`src/hw/rtl/msva_pkg.sv`:
```
// msva_pkg: shared types and codes for the modular slot vector alu
// no dependencies; imported by every module of the block
package msva_pkg;

  typedef enum logic [2:0] {
    CMD_ADD = 3'd0,
    CMD_SUB = 3'd1,
    CMD_MUL = 3'd2,
    CMD_SQR = 3'd3,
    CMD_NEG = 3'd4,
    CMD_ROT = 3'd5
  } cmd_t;

  typedef enum logic [2:0] {
    ST_OK         = 3'd0,
    ST_OVF_ERR    = 3'd1,
    ST_UNF_ERR    = 3'd2,
    ST_RANGE_WARN = 3'd3,
    ST_OVF_WARN   = 3'd4,
    ST_UNF_WARN   = 3'd5,
    ST_INT64_OVF  = 3'd6
  } status_t;

  typedef enum logic [1:0] {
    REG_MODULUS = 2'd0,
    REG_SIGNED  = 2'd1,
    REG_DELAYED = 2'd2,
    REG_WARN    = 2'd3
  } reg_idx_t;

  typedef enum logic [3:0] {
    S_IDLE,
    S_EXEC,
    S_SHIFT,
    S_MUL,
    S_RED,
    S_DIV,
    S_HOLD,
    S_RD,
    S_WR
  } back_state_t;

  typedef struct packed {
    cmd_t        cmd;
    logic [63:0] a;
    logic [63:0] b;
    logic [31:0] steps;
    logic        last;
  } slot_item_t;

  typedef struct packed {
    logic [61:0] modulus;
    logic        signed_mode;
    logic        delayed;
    logic        warn;
  } cfg_t;

endpackage

```
`src/hw/rtl/msva_front.sv`:
```
// msva_front: input acceptance, command classification and a two-entry queue
// depends on msva_pkg
module msva_front (
  input  logic                   clk,
  input  logic                   rst,
  input  logic                   in_valid,
  output logic                   in_ready,
  input  logic [2:0]             command,
  input  logic signed [63:0]     operand_a,
  input  logic signed [63:0]     operand_b,
  input  logic signed [31:0]     rotate_steps,
  input  logic                   last_slot,
  output logic                   q_valid,
  input  logic                   q_ready,
  output msva_pkg::slot_item_t   q_item
);
  import msva_pkg::*;

  slot_item_t q [2];
  logic       wp;
  logic       rp;
  logic [1:0] count;
  logic       push;
  logic       pop;
  logic       known;

  assign in_ready = (count != 2'd2);
  // unused codes are dropped here and never reach the back end
  assign known    = (command <= 3'(CMD_ROT));
  assign push     = in_valid && in_ready && known;
  assign q_valid  = (count != 2'd0);
  assign pop      = q_valid && q_ready;
  assign q_item   = q[rp];

  always_ff @(posedge clk) begin
    if (rst) begin
      wp    <= 1'b0;
      rp    <= 1'b0;
      count <= 2'd0;
    end else begin
      if (push) wp <= ~wp;
      if (pop) rp <= ~rp;
      count <= count + 2'(push) - 2'(pop);
    end
  end

  always_ff @(posedge clk) begin
    if (push) begin
      q[wp].cmd   <= cmd_t'(command);
      q[wp].a     <= operand_a;
      q[wp].b     <= operand_b;
      q[wp].steps <= rotate_steps;
      q[wp].last  <= last_slot;
    end
  end

endmodule

```
`config.mk`:
```
export PLATFORM = sky130hd
export DESIGN_NAME = msva_front
export DESIGN_NICKNAME = d
export VERILOG_FILES = /design/src/hw/rtl/msva_pkg.sv /design/src/hw/rtl/msva_front.sv
export SDC_FILE = /design/constraint.sdc
export NUM_CORES = 1
export LEC_CHECK = 0
export ABC_AREA = 1
export BUFFER_PORTS_ARGS = -buffer_cell sky130_fd_sc_hd__clkbuf_2
export CAP_MARGIN = 20
export CORE_MARGIN = 2
export CORE_UTILIZATION = 52
export DETAILED_ROUTE_END_ITERATION = 16
export PLACE_DENSITY = 0.79
export SYNTH_ARGS = -nofsm -noshare
export SYNTH_HDL_FRONTEND = slang
export SYNTH_SLANG_ARGS = --single-unit
```
`constraint.sdc`:
```
create_clock -name clk -period 12.2 [get_ports clk]
set_input_delay 1.83 -clock clk [delete_from_list [all_inputs] [get_ports clk]]
set_output_delay 1.83 -clock clk [all_outputs]
set_load 0.005 [all_outputs]
```
==> flow_summary.json <==
{
  "status": "complete, no violations",
  "drt-total-wl_um": 23730,
  "setup_ws_ns": 8.070,
  "clk_pin_slew_ns": 0.06,
  "rows": 55,
  "rsz0062_at_grt": "no",
  "antenna_found_initial": 2,
  "crit_fanout": 81,
  "yosysUniqueCellTypes": 14,
  "cts_inserted_buffers": 35,
  "overflow": 0,
  "io_buffers": 333,
  "post-cts-setup-buffer-count": 0,
  "multiInputGateArea_um2": 1974,
  "drc": 0,
  "cts_buffer_depth": 3,
  "synth-edff-count": 328,
  "syn_avg_cell_area_um2": 22.22,
  "yosysTopAreaCellShare_pct": 80.88,
  "syn_inst": 548,
  "syn_to_final_growth_pct": 25.49,
  "cts_root_buffer": "clkbuf_16",
  "crit_slowest_cell": "buf_4",
  "setup_viol": 0,
  "hold_path.class": "reg2reg",
  "cp.depth": 3,
  "path_class": "reg2out",
  "htreeDepth": 2,
  "fmax_ghz": 0.2422,
  "slowest_delay_ns": 0.77,
  "start_util_pct": 53.30,
  "path_cells": "buf_4, mux2_2, clkbuf_2",
  "synth_top_flop_cell": "edfxtp_1",
  "gp_congestion": 0.7456,
  "grt_pass1_vias": 6530,
  "synth_async_sr_flop_share_pct": 0,
  "cts_resized": 0,
  "fp.dieH_um": 157.0,
  "synth_seq_cells": 333,
  "critPathRequiredTime_ns": 10.37,
  "fin_crit_sh_pct": 33.85,
  "cp-end-kind": "primary output",
  "hpwl_um": 15580,
  "dp.cells": 1182,
  "synth_area_leaders": "edfxtp_1 (81%), mux2_2 (15%), clkbuf_8 (1.5%)",
  "period_needed_ns": 4.130,
  "die_w_um": 157.0,
  "relSlewSlack_pct": 25.88,
  "wl_per_cell_um": 19.03,
  "track_usage_pct": 18.49,
  "vias": 6306,
  "pin_count": 334,
  "setup_tns_ns": 0,
  "firstDrtPassIters": 4,
  "core_area_um2": 22850,
  "cts_hold_buffers": 0,
  "tightest_slew_ns": 1.112,
  "nFillCells": 1559,
  "maxCapViolCount": 0,
  "hold-path-cell-count": 2,
  "syn_nets": 717,
  "yosysSeqAreaShare_pct": 81.70,
  "cts_tree": "yes",
  "grt_pass1_wl_um": 34510,
  "rr_worst_depth": 5,
  "regArea_um2": 9953,
  "synth_common_cells": "edfxtp_1 (328), mux2_2 (164), clkbuf_8 (13), inv_1 (9), nand2_1 (8)",
  "drive_gt1_share_pct": 59.66,
  "synth_area_leader_cell": "edfxtp_1",
  "synth_most_common_cell": "edfxtp_1",
  "insertion_delay_ns": 0.49,
  "p_per_area_nw_per_um2": 201.1,
  "startpoint_type": "register",
  "fin_cells": 1247,
  "arrival_ns": 2.30,
  "grt_max_degree": 84,
  "slew_viol_final": 0,
  "critPathTopFamily": "buffers and inverters",
  "p_total_w": 0.003073,
  "hold_viol": 0,
  "synth_area_um2": 12180,
  "dieArea_um2": 24660,
  "ir_worst_vdd_mv": 0.1949,
  "utilization_pct": 66.89,
  "fin_skew_ns": 0.006120,
  "yosys_warnings": 0,
  "layout.nets": 1076,
  "final_antenna_net_count": 0,
  "via_per_inst": 5.057,
  "crit_buf_inv": 2,
  "pre_cts_ws_ns": 7.572,
  "leakage_nw": 5.769,
  "cts_sinks": 333,
  "drt_iter0_drc": 355
}
==> cell families after synthesis <==
| group | share of synthesized area [%] |
|---|---|
| multiplexers | 15.16 |
| XOR/XNOR | 0.07193 |
| adder cells (fa/ha/maj) | 0.1027 |
| flip-flops | 81.70 |
| AND/OR/NAND/NOR | 0.5446 |
| buffers and inverters | 2.209 |
| AO/OA/AOI/OAI | 0.2054 |
==> per-layer routing <==
metal	global-route usage, %	vias to the layer above	share of wire, %
met5	0	-	0
met4	7.965	0	3.6
met3	5.975	65	8.8
met2	33.12	254	53
met1	20.13	3091	35
li1	-	2896	-
==> final timing paths <==
kind / startpoint / endpoint / slack (ns)
max reg2reg: count[0]$_SDFF_PP0_ / q[0][110]$_DFFE_PP_ / 9.33
max: register / q_item[158] / 8.07
min: rp$_SDFFE_PP0P_ / register / 0.48
min reg2reg: rp$_SDFFE_PP0P_ / register / 0.48
==> layout make-up <==
type | count | share of cell area [%]
Clock inverter | 16 | 1.343
Inverter | 9 | 0.2211
Timing Repair Buffer | 340 | 11.38
Multi-Input combinational cell | 188 | 12.92
Sequential cell | 333 | 65.13
Clock buffer | 46 | 6.411
Tap cell | 313 | 2.563
Antenna cell | 2 | 0.03275
==> power breakdown <==
group	switching (W)	internal [W]
Combinational	0.000291	0.000275
Sequential	0.0000273	0.00140
Clock	0.000404	0.000671
Total	0.000722	0.00235
==> stage by stage <==
stage | hold slack, ns | instance area [µm²]
floorplan | 0.4474 | 12180
global placement | 0.4545 | 14060
detailed placement | 0.4647 | 14060
CTS | 0.4751 | 15250
global route | 0.4974 | 15280
finish | 0.4826 | 15280
==> cells in the final DEF, fill, tap and decap left out, types with 2 or more instances in the layout <==
cell,synthesis,layout
a21oi_1,3,3
buf_4,0,6
bufinv_16,0,5
clkbuf_1,0,7
clkbuf_16,0,37
clkbuf_2,0,333
clkbuf_8,13,2
clkinv_1,0,6
clkinv_2,0,3
dfxtp_1,5,4
diode_2,0,2
edfxtp_1,328,328
inv_1,9,9
inv_6,0,2
mux2_2,164,164
nand2_1,8,8
nand3_1,2,2
nor2_1,7,5
nor2_4,0,2
==> sequential cells by signal, indices dropped and copies added, names as in the netlist, named ones only <==
name   count
q        328
count      2
rp         1
wp         1
==> worst min-delay path, stage by stage, from the launching register on <==
cell and delay [ns]:
dfxtp_1 0.30, inv_1 0.08, a21oi_1 0.06
(Power assumes the default switching activity.)
